**config.mk**
```make
export PLATFORM = sky130hd
export DESIGN_NAME = cartridge_bank_mapper_irq_top
export DESIGN_NICKNAME = d
export VERILOG_FILES = /design/src/sv/cbm_irq_pkg.sv /design/src/sv/cartridge_bank_mapper_irq_top.sv
export SDC_FILE = /design/constraint.sdc
export NUM_CORES = 1
export LEC_CHECK = 0
export BUFFER_PORTS_ARGS = -buffer_cell sky130_fd_sc_hd__buf_2
export CORE_MARGIN = 1.5
export CORE_UTILIZATION = 55
export DETAILED_ROUTE_END_ITERATION = 12
export PLACE_DENSITY = 0.84
export SLEW_MARGIN = 25
export SYNTH_ARGS = -nofsm -noshare
export SYNTH_HDL_FRONTEND = slang
export SYNTH_SLANG_ARGS = --single-unit
```
**constraint.sdc**
```tcl
create_clock -name clk -period 2.9 [get_ports clk]
set_input_delay 0.435 -clock clk [delete_from_list [all_inputs] [get_ports clk]]
set_output_delay 0.435 -clock clk [all_outputs]
set_load 0.03 [all_outputs]
```
**src/sv/cbm_irq_pkg.sv**
```systemverilog
// Shared types and constants for the cartridge bank mapper with cycle IRQ.
// Used by the top level and by its port checker; no dependencies.
package cbm_irq_pkg;

  // Input item kinds, carried on s_tuser
  typedef enum logic [1:0] {
    KIND_CPU_WRITE = 2'd0,
    KIND_CPU_TICK  = 2'd1,
    KIND_CPU_READ  = 2'd2,
    KIND_PPU_READ  = 2'd3
  } kind_t;

  // Result targets, carried on m_tuser
  typedef enum logic [1:0] {
    TGT_NONE  = 2'd0,
    TGT_PRG   = 2'd1,
    TGT_CHR   = 2'd2,
    TGT_CIRAM = 2'd3
  } target_t;

  // Write register groups: address bits [6:4] after the 0x73 decode mask
  typedef enum logic [2:0] {
    GRP_PRG    = 3'd0,
    GRP_CHR_LO = 3'd1,
    GRP_CHR_HI = 3'd2,
    GRP_IRQ_EN = 3'd3,
    GRP_IRQ_AK = 3'd4,
    GRP_NT     = 3'd5
  } wgroup_t;

  localparam int ADDR_W    = 16;
  localparam int DATA_W    = 8;
  localparam int ROM_W     = 17;
  localparam int CIRAM_W   = 11;
  localparam int PRG_W     = 4;
  localparam int CHR_W     = 7;
  localparam int CNT_W     = 8;
  localparam int S_TDATA_W = 24;
  localparam int M_TDATA_W = 32;

  // Reset value of every PRG bank register
  localparam logic [PRG_W-1:0] PRG_RESET = 4'hF;
  // Bits always forced on in the last PRG bank register
  localparam logic [1:0] PRG_LAST_FORCE = 2'b11;

endpackage

```
**src/sv/cartridge_bank_mapper_irq_top.sv**
```systemverilog
// Cartridge bank mapper with a cycle-counting interrupt: bank registers,
// write decode, IRQ counter and address translation. Depends on cbm_irq_pkg.
//
// Usage:
//   Slave channel (s_tvalid/s_tready/s_tdata/s_tuser) takes one item per
//   cycle: a CPU write, a CPU cycle tick, a CPU read to translate or a PPU
//   read to translate (kind on s_tuser). Every item gives exactly one result
//   on the master channel (m_tvalid/m_tready/m_tdata/m_tuser): the target
//   on m_tuser, the PRG/CHR ROM address, the nametable RAM address and the
//   IRQ level after that item on m_tdata.
//   Path: an accepted item is held in the input register, and its result is
//   loaded into the output register once that register is empty or its
//   result is taken; m_tvalid is driven by the output register.
//   Throughput: one item per clock; bank registers and the IRQ counter are
//   read and updated by the same single pass that fills the output register.
//   Stall: while m_tready is low the output register holds its result; one
//   more item is taken if the input register is empty, then s_tready drops.
//   Reset (rst, synchronous): both registers empty, PRG banks all 15, CHR
//   banks and nametable pages zero, IRQ disabled, counter and line cleared.
module cartridge_bank_mapper_irq_top
  import cbm_irq_pkg::*;
(
  input  logic                 clk,
  input  logic                 rst,
  input  logic                 s_tvalid,
  output logic                 s_tready,
  // [15:0] address, [23:16] write_data
  input  logic [S_TDATA_W-1:0] s_tdata,
  // [1:0] kind
  input  logic [1:0]           s_tuser,
  output logic                 m_tvalid,
  input  logic                 m_tready,
  // [16:0] rom_address, [27:17] ciram_address, [28] irq_line, [31:29] zero
  output logic [M_TDATA_W-1:0] m_tdata,
  // [1:0] target
  output logic [1:0]           m_tuser
);

  // Input register
  logic              in_valid;
  kind_t             in_kind;
  logic [ADDR_W-1:0] in_addr;
  logic [DATA_W-1:0] in_data;

  // Mapper state
  logic [PRG_W-1:0] prg_bank [4];
  logic [CHR_W-1:0] chr_bank [8];
  logic [3:0]       nt_page;
  logic             irq_enabled;
  logic [CNT_W-1:0] irq_counter;
  logic             irq_asserted;

  // Output register
  logic               out_valid;
  target_t            out_target;
  logic [ROM_W-1:0]   out_rom;
  logic [CIRAM_W-1:0] out_ciram;
  logic               out_irq;

  // Next values from the single pass
  logic               irq_enabled_next;
  logic [CNT_W-1:0]   irq_counter_next;
  logic               irq_asserted_next;
  target_t            target_next;
  logic [ROM_W-1:0]   rom_next;
  logic [CIRAM_W-1:0] ciram_next;

  logic    out_load;
  logic    in_load;
  logic    wr_en;
  wgroup_t wr_group;
  logic [1:0] wr_lo;

  // Pipeline flow control
  assign out_load = in_valid && (!out_valid || m_tready);
  assign s_tready = !in_valid || out_load;
  assign in_load  = s_tvalid && s_tready;

  // Write decode: address AND 0x73 splits into group [6:4] and index [1:0]
  assign wr_en    = out_load && (in_kind == KIND_CPU_WRITE) && in_addr[15];
  assign wr_group = wgroup_t'(in_addr[6:4]);
  assign wr_lo    = in_addr[1:0];

  // IRQ control and address translation
  always_comb begin
    irq_enabled_next  = irq_enabled;
    irq_counter_next  = irq_counter;
    irq_asserted_next = irq_asserted;
    target_next       = TGT_NONE;
    rom_next          = '0;
    ciram_next        = '0;
    case (in_kind)
      KIND_CPU_WRITE: begin
        if (in_addr[15]) begin
          if (wr_group == GRP_IRQ_EN) begin
            irq_enabled_next = 1'b1;
          end else if (wr_group == GRP_IRQ_AK) begin
            irq_enabled_next  = 1'b0;
            irq_counter_next  = '0;
            irq_asserted_next = 1'b0;
          end
        end
      end
      KIND_CPU_TICK: begin
        if (irq_enabled) begin
          irq_counter_next = irq_counter - CNT_W'(1);
          if (irq_counter == CNT_W'(1)) begin
            irq_asserted_next = 1'b1;
          end
        end
      end
      KIND_CPU_READ: begin
        if (in_addr[15]) begin
          target_next = TGT_PRG;
          rom_next    = {prg_bank[in_addr[14:13]], in_addr[12:0]};
        end
      end
      default: begin
        // PPU: below $2000 (bit 13 clear) is CHR, bit 13 set is nametable space
        if (!in_addr[13]) begin
          target_next = TGT_CHR;
          rom_next    = {chr_bank[in_addr[12:10]], in_addr[9:0]};
        end else begin
          target_next = TGT_CIRAM;
          ciram_next  = {nt_page[in_addr[11:10]], in_addr[9:0]};
        end
      end
    endcase
  end

  // Input register: load when empty or when the pass takes the held item
  always_ff @(posedge clk) begin
    if (rst) begin
      in_valid <= 1'b0;
    end else if (s_tready) begin
      in_valid <= s_tvalid;
    end
    if (in_load) begin
      in_kind <= kind_t'(s_tuser);
      in_addr <= s_tdata[ADDR_W-1:0];
      in_data <= s_tdata[ADDR_W+DATA_W-1:ADDR_W];
    end
  end

  // Mapper state update
  always_ff @(posedge clk) begin
    if (rst) begin
      for (int i = 0; i < 4; i++) begin
        prg_bank[i] <= PRG_RESET;
      end
      for (int i = 0; i < 8; i++) begin
        chr_bank[i] <= '0;
      end
      nt_page      <= '0;
      irq_enabled  <= 1'b0;
      irq_counter  <= '0;
      irq_asserted <= 1'b0;
    end else if (out_load) begin
      irq_enabled  <= irq_enabled_next;
      irq_counter  <= irq_counter_next;
      irq_asserted <= irq_asserted_next;
      if (wr_en) begin
        case (wr_group)
          GRP_PRG: begin
            // last bank keeps bits 2 and 3 forced on
            if (wr_lo == 2'd3) begin
              prg_bank[3] <= {PRG_LAST_FORCE, in_data[1:0]};
            end else begin
              prg_bank[wr_lo] <= in_data[PRG_W-1:0];
            end
          end
          GRP_CHR_LO: chr_bank[{1'b0, wr_lo}] <= in_data[CHR_W-1:0];
          GRP_CHR_HI: chr_bank[{1'b1, wr_lo}] <= in_data[CHR_W-1:0];
          GRP_NT:     nt_page[wr_lo] <= in_data[0];
          default: ;
        endcase
      end
    end
  end

  // Output register: hold while the receiver stalls
  always_ff @(posedge clk) begin
    if (rst) begin
      out_valid <= 1'b0;
    end else if (!out_valid || m_tready) begin
      out_valid <= in_valid;
    end
    if (out_load) begin
      out_target <= target_next;
      out_rom    <= rom_next;
      out_ciram  <= ciram_next;
      out_irq    <= irq_asserted_next;
    end
  end

  assign m_tvalid = out_valid;
  assign m_tuser  = out_target;
  assign m_tdata  = {3'b000, out_irq, out_ciram, out_rom};

endmodule

```
==> results of run 1 <==
[sequential cells by signal, summed over array words and instances, names as in the netlist, named ones only]
signal,cells
in_valid,1
out_rom,17
m_tvalid,1
nt_page,4
chr_bank,56
irq_asserted,1
out_irq,1
in_data,7
in_kind,2
irq_enabled,1
prg_bank,16
irq_counter,8
out_ciram,11
in_addr,16
m_tuser,2
[worst max-delay path, delay by kind of cell (launching register included)]
family	cells	cell delay [ns]
AND/OR/NAND/NOR	4	1.27
flip-flops	1	0.42
adder cells (fa/ha/maj)	1	0.19
buffers and inverters	1	0.11
[routing by layer]
layer | GRT usage [%] | wire [µm] | vias up
met5 | 0 | 0 | -
met4 | 8.86 | 263 | 0
met3 | 5.01 | 1160 | 20
met2 | 36.4 | 6680 | 212
met1 | 30.4 | 5360 | 2020
li1 | - | - | 1835
[path summary, 6_finish.rpt]
kind,from,to,slack [ns],cells after the start
max,in_kind[0],chr_bank[0][6],0.60,6
min reg2reg,in_addr[14],flip-flop,0.47,1
max reg2reg,in_kind[0],chr_bank[0][6],0.60,6
min,s_tdata[21],in_data[5],0.19,1
[area by class of cell]
class                   instances  share of cell area [%]
clock buffers                  20                    5.82
clock inverters                12                    2.17
inverters                       9                   0.450
multi-input cells             277                    27.1
flip-flops and latches        149                    56.8
well taps                     143                    2.38
repair buffers                 73                    5.27
[cells by family after synthesis]
| group | Yosys count |
|---|---|
| muxes | 37 |
| buffers and inverters | 36 |
| AOI/OAI and AO/OA | 47 |
| other | 1 |
| and+or+nand+nor | 184 |
| DFF | 149 |
| adders and majority gates | 6 |
[stage by stage]
step | std cells | hold slack (ns) | setup WS [ns]
2_1_floorplan | 462 | 0.446 | 0.790
3_3_place_gp | 651 | 0.455 | 0.779
3_5_place_dp | 651 | 0.460 | 0.651
4_1_cts | 683 | 0.177 | 0.612
5_1_grt | 683 | 0.175 | 0.449
6_report | 683 | 0.185 | 0.603
[cell usage in the layout, fill, tap and decap left out, types with 3 or more instances in the layout]
cell,instances
edfxtp_1,128
and2_1,78
buf_2,61
nand2_1,23
dfxtp_1,21
nor2_1,18
clkbuf_16,17
or3_1,14
mux2_2,13
mux4_2,12
mux2i_1,12
buf_4,12
or2_2,11
a21oi_1,10
inv_1,9
nand2b_1,9
a31oi_1,8
o221ai_1,7
nand4_1,7
ha_1,6
nor4_1,5
nor3_1,4
o21bai_1,4
clkinv_2,4
bufinv_16,4
nor3b_1,3
nand3_1,3
conb_1,3
clkbuf_1,3
[power by group through the flow]
stage,combinational (µW),clock (µW),sequential [µW]
2_1_floorplan,192,0,2540
3_3_place_gp,301,0,2520
3_5_place_dp,312,0,2530
4_1_cts,315,2250,2490
5_1_grt,336,2360,2500
6_report,317,2240,2490
==> results.txt, run 1 <==
The run finished with clean final reports. The logs give 0 for the final max-slew violation count and 0.00203 mm² for the footprint of the multi-input gates. The area fraction in compound gates after synthesis is 5.17%, and the number of inserted filler cells in the final layout is 805. The share of synthesized area in the top cell type comes to 59.5%. The worst setup path is of the flip-flop to flip-flop kind. Once layout is done, the placed cells without fillers occupy 0.00750 mm².

The number of DRC violations after detailed routing came out at 0. Combinational logic is responsible for 6.3% of the overall power. Buffers placed on the I/O ports in this run total 61.

In this run switching power makes up 21.7% of total power. Detailed-route vias per instance: 5.98. TritonCTS built the clock tree.

The slew of the pin with the lowest slew margin came out at 0.665 ns. Per report_power, the sequential group accounts for 49.3% of the total. The tools report the number of buffers between clock root and the deepest sink as 2. The count of routing violations after the opening detailed-route iteration came out at 527.

For the count of final hold-check violations, the log shows 0. After Yosys synthesis, and, or, nand and nor cells account for 16.6% of the synthesized area. 66 I/O pins were placed. The maximum net fanout on the critical path came out at 8. The clock tree skew after final layout was 0.00887 ns. In this run the power spent charging and discharging nets is 1090 µW. The maximum single-stage delay on the critical path works out to 0.44 ns. The number of global-route vias before repair came out at 4049. Setup violations remaining at the end of the flow were counted as 0.

In the final routed layout, each cell accounts on average for 19.7 µm. The combinational family with the most area after synthesis is simple AND/OR/NAND/NOR gates. From left edge to right edge, the die measures 111 µm. Detailed placement finished with a half-perimeter wire length of 9200 µm. The global-route wire length before repair is 21300 µm, and the placement-stage cell area is 0.00690 mm². The die boundary height is 111 µm. Once the floorplan was initialized, standard cells occupied 56.6% of the core.

The final route contains 4087 vias. The share of total power dissipated in the clock network is 44.4%. Setup repair after global routing left no endpoint under its margin. The area growth from synthesis to layout is 16.1%.

STA classifies the critical path endpoint as a flip-flop. The mean instance size in the synthesized netlist was 14.0 µm². Walking the worst path, the cells encountered are inv_1 > ha_1 > and3b_1 > nand4_1 > nor2_1 > or2_2.

The tools report the post-route setup TNS as 0 ns. For the data arrival time of the critical path, the log shows 2.41 ns. The tools report the sort of element at the start of the critical path as a flip-flop. The congestion estimate from routability-driven global placement came to 0.848. The required time of the critical path was 3.01 ns; the power density relative to cell area was 673 mW/mm².

The first TritonRoute pass finished after 5 iterations. The time the worst path needs with I/O delays and setup is 2.30 ns. Most numerous cell in the Yosys netlist: edfxtp_1.

In this run the standard cell core region covers 0.0114 mm². The part of the cycle the worst path needs works out to 79.2%. Entering global routing, the biggest net connects 30 pins. Cells with a size suffix above 1 make up 25.6% of the layout. The clock latency at the later pin of the worst-skew pair came out at 0.42 ns. Sorting the synthesized cells by area gives the leading types as edfxtp_1 (59%), and2_1 (7.6%), dfxtp_1 (6.5%), mux4_2 (4.2%), mux2_2 (2.3%). The number of antenna violations at the first check in global routing was 0. The post-synthesis share of cell area spent on xor and xnor gates is 0%, and the clock sink count is 149. The number of buffers inserted for hold repair after clock tree synthesis is 0, and the H-tree depth reported by CTS is 4. Summed over all cells, the static leakage comes to 0.00278 µW. The count of nets after finishing was 563; the share of flip-flops with an asynchronous set or reset was 0%. Once the clock tree was built, the resizer swapped 0 gates to a different size. The count of flip-flops with a built-in enable after synthesis is 128.

The highest-delay cell along the critical path is nor2_1. The count of nets left with antenna violations once routing finished came out at 0. The cell taking the most area after synthesis is edfxtp_1. The tree is rooted in a clkbuf_16. In this run the cell area of the synthesized design comes to 0.00646 mm². Footprint of the flip-flops and latches: 0.00426 mm².

The commonest cells after synthesis are edfxtp_1 (128), and2_1 (78), nand2_1 (23). The number of setup buffers added after CTS is 0. The path type of the worst min-delay path is input port to flip-flop. After floorplanning, the core was divided into 39 placement rows. In this run, synthesis produced a sequential element count of 149.

Total power for the finished layout comes to 5050 µW. The synthesized netlist devotes 1.16% of its cell area to adder and majority cells. The number of warnings issued by yosys was 0; the clock edge transition at the registers on the reported setup and hold paths was 0.06 ns. After synthesis, the share of cell area in mux cells is 8.31%. For this block, the routed nets add up to 13500 µm of wire. Global routing consumed, over all layers together, 22.6% of the routing resources. The CTS buffer count came out at 17. 0 antenna diodes ended up in the layout. The worst-case IR drop observed on VDD is 0.381 mV. Measured on the finished design, the core utilization comes to 65.7%. The internal power summed over all cells was 3960 µW. Derived from the worst setup path, the maximum achievable clock frequency is 0.435 GHz.

After synthesis, flip-flops and latches occupy 66.0% of the total area. After synthesis, the netlist uses 45 different library cells. The floorplan step defined a die boundary enclosing 0.0124 mm². The logs give 460 for the cell count after synthesis and 0 for the residual overflow from global routing. For this run, the leading register cell type out of synthesis is edfxtp_1. Across the run, the number of max-cap violations was 0. Headroom to the max-slew limit came out at 55.6%.
Power figures use the tool's default switching activity.
==> run 2, diff against run 1 <==
--- a/config.mk
+++ b/config.mk
@@ -7,9 +7,9 @@
 export LEC_CHECK = 0
 export BUFFER_PORTS_ARGS = -buffer_cell sky130_fd_sc_hd__buf_2
 export CORE_MARGIN = 1.5
-export CORE_UTILIZATION = 55
+export CORE_UTILIZATION = 53
 export DETAILED_ROUTE_END_ITERATION = 12
-export PLACE_DENSITY = 0.84
+export PLACE_DENSITY = 0.85
 export SLEW_MARGIN = 25
 export SYNTH_ARGS = -nofsm -noshare
 export SYNTH_HDL_FRONTEND = slang
==> constraint.sdc (replaced) <==
create_clock -name clk -period 1.89 [get_ports clk]
set_input_delay 0.2835 -clock clk [delete_from_list [all_inputs] [get_ports clk]]
set_output_delay 0.2835 -clock clk [all_outputs]
set_load 0.03 [all_outputs]
==> results.txt, run 2 (synthesis gave the netlist of run 1 again) <==
The setup-violating endpoint count in the final report is 4 (+4), and the length in cells of the worst reg-to-reg path is 7 (+1). The number of rows created at floorplan was 40 (+2.6%); the area growth from synthesis to layout was 24.4%. The worst setup slack for register-to-register paths was -0.11 ns (-0.72 ns); the horizontal die dimension was 113 µm (+1.8%).

The clock edge transition at the registers on the reported setup and hold paths was 0.07 ns (about the same); the footprint of the multi-input gates was 0.00224 mm² (+10%). The time the worst path needs with I/O delays and setup was 2.00 ns (-0.295 ns); the number of primary I/O pins was 66 (unchanged). The count of routing violations after the opening detailed-route iteration was 456 (-13%). The average detailed-routed wire length per instance is 19.7 µm (-0.25%), and the number of DRC violations after detailed routing is 0 (unchanged).

The logs give 0 (unchanged) for the final max-slew violation count and 0.784 mV (+110%) for the worst supply voltage drop on vdd. The run gives 4 (unchanged) as the H-tree depth reported by CTS. The tools report the worst reg2reg path startpoint as in_kind[0]. STA classifies the critical path endpoint as a flip-flop. The largest net degree at the start of global routing came out at 32 (+6.7%). The run gives 14200 µm (+5.3%) as the final wirelength. In this run the most critical hold path is launched from s_tdata[3].

Ranked by flip-flop count, first place goes to chr_bank. The run gives 0 (unchanged) as the total inserted antenna cells. In the layout the commonest cells are edfxtp_1 (128), and2_1 (77), buf_2 (61).

Leaving out fill and tap cells, the most frequent cell in the layout is edfxtp_1. The clock latency at the later pin of the worst-skew pair is 0.43 ns (about the same), and the CTS buffer count is 17 (unchanged). Static power due to leakage: 0.00299 µW (+7.7%).

The slew of the pin with the lowest slew margin is 0.635 ns (-0.0294 ns), and the count of nets after finishing is 597 (+6.0%). The part of the cycle the worst path needs came out at 106% (+27 points). In this design, the largest share of critical-path delay is due to simple AND/OR/NAND/NOR gates. The cell depth of the worst hold path was 1 (unchanged). The endpoint identified for the worst register-to-register timing path is nt_page[2]. The flow ran to the end, but the final reports show violations.

The die boundary height was 113 µm (+1.8%); the total global routing track utilization was 22.5% (-0.13 points). The residual overflow from global routing is 0 (unchanged). The global-route wire length before repair was 21300 µm (about the same); the worst-case setup margin in the final layout was -0.113 ns (-0.715 ns). The count of final hold-check violations is 0 (unchanged). Final design instance area without fill: 0.00804 mm² (+7.1%). The largest registers in the layout are chr_bank (56), out_rom (17).

The number of antenna-violating nets in the routed design was 0 (unchanged). The number of global-route vias before repair came out at 4173 (+3.1%). The tools report the starting utilization of the core area as 54.0% (-2.6 points). Sum of buffers and inverters on the critical path: 2 (+1).

The number of vias after detailed routing is 4205 (+2.9%). The detailed-route vias per instance is 5.83 (-2.5%), and the number of antenna violations at the first check in global routing is 0 (unchanged). The maximum single-stage delay on the critical path was 0.43 ns (about the same); the clock tree skew after final layout was 0.0109 ns (+0.00200 ns). The placeable core region is 0.0120 mm² (+4.8%), and the ratio of cells with drive above 1 in the final layout is 36.9% (+11 points). The logs give 0.00721 mm² (+4.4%) for the placement-stage cell area and 0 (unchanged) for the total of max-cap violations. The tools report the maximum frequency from static timing analysis as 0.499 GHz (+15%). The kind of critical path is flip-flop to flip-flop. The final estimated routing congestion in global placement is 0.902 (+6.3%), and the number of iterations in the first detailed-routing pass is 5 (unchanged). TritonCTS built the clock tree. Highest-delay cell along the critical path: edfxtp_1.

For the required time of the critical path, the log shows 2.20 ns (-0.81 ns). The run gives 0.0129 mm² (+3.7%) as the die footprint. The worst relative slew slack came out at 57.6% (+2.0 points). The footprint of the flip-flops and latches was 0.00427 mm² (about the same).

The power density relative to cell area is 960 mW/mm² (+43%), and the number of flip-flops under the largest register name is 56 (unchanged). For hold timing, the worst endpoint is in_addr[3]. The worst setup path is launched from a flip-flop. Setup repair after global routing could not meet its margin everywhere. The number of input and output port buffers inserted came out at 61 (unchanged). The data arrival time of the critical path is 2.31 ns (-0.10 ns), and the number of buffers between clock root and the deepest sink is 2 (unchanged). The maximum net fanout on the critical path was 4 (-4); the final HPWL from detailed placement was 9300 µm (+1.1%).

The number of inserted filler cells in the final layout is 770 (-4.3%), and the setup slack at placement is -0.0410 ns (-0.692 ns). The clock tree root driver cell is clkbuf_16. The path class of the tightest hold or removal check is input port to flip-flop.

The signal on the critical path passes through inv_2 > ha_4 > buf_6 > nand4_1 > nor4_2 > mux2i_1 > nor2_1. The final reports fail on negative setup slack. The run gives 149 (unchanged) as the clock sink count.
## run 2: report_power, final
| part | switching, µW | internal (µW) | total, µW | leakage, µW |
|---|---|---|---|---|
| sequential | 94.3 | 3700 | 3790 | 0.00140 |
| clock | 1350 | 1960 | 3310 | 0.000296 |
| combinational | 363 | 248 | 612 | 0.00129 |
| total | 1800 | 5910 | 7720 | 0.00299 |
## run 2: worst max-delay path by stage
stage	start	end	slack [ns]	cells after the start
3_5_place_dp	in_kind[1]	chr_bank[4][4]	-0.04	7
6_report	in_kind[0]	nt_page[2]	-0.11	7
4_1_cts	in_kind[0]	nt_page[1]	-0.008	7
2_1_floorplan	in_kind[0]	prg_bank[0][3]	-0.09	7
5_1_grt	in_kind[0]	nt_page[1]	-0.15	7
3_3_place_gp	in_kind[0]	chr_bank[4][6]	0.04	7
## run 2: per-layer routing
metal  GRT usage [%]  up-vias  routed length (µm)
met3            6.00       28                 836
li1                -     1914                   -
met4            10.7        0                 286
met1            27.2     2086                5980
met2            37.9      177                7080
met5               0        -                   0
## run 2: through the flow
stage	hold slack (ns)	instances	util [%]	TNS, ns	power [µW]
final	0.0294	721	67.2	-0.318	7720
after global routing	0.0122	721	67.2	-1.06	7920
after detailed placement	0.462	684	60.3	-0.797	4420
after global placement	0.451	684	60.3	0	4390
after floorplan	0.382	462	-	-1.69	4200
after CTS	0.0221	720	65.9	-0.00804	7680
## run 2: cell type report
type,instances,share of cell area [%]
timing repair buffer,107,8.89
tap,147,2.29
sequential,149,53.1
multi-input combinational,277,27.8
clock buffer,21,6.40
inverter,9,0.467
clock inverter,11,1.06
## run 2: what timing repair did
| item | CTS | global route |
|---|---|---|
| setup buffers | 4 | 1 |
| hold buffers | 0 | 0 |
| pin swaps | 3 | 11 |
| setup endpoints to repair | 76 | 102 |
| resized for setup | 13 | 31 |
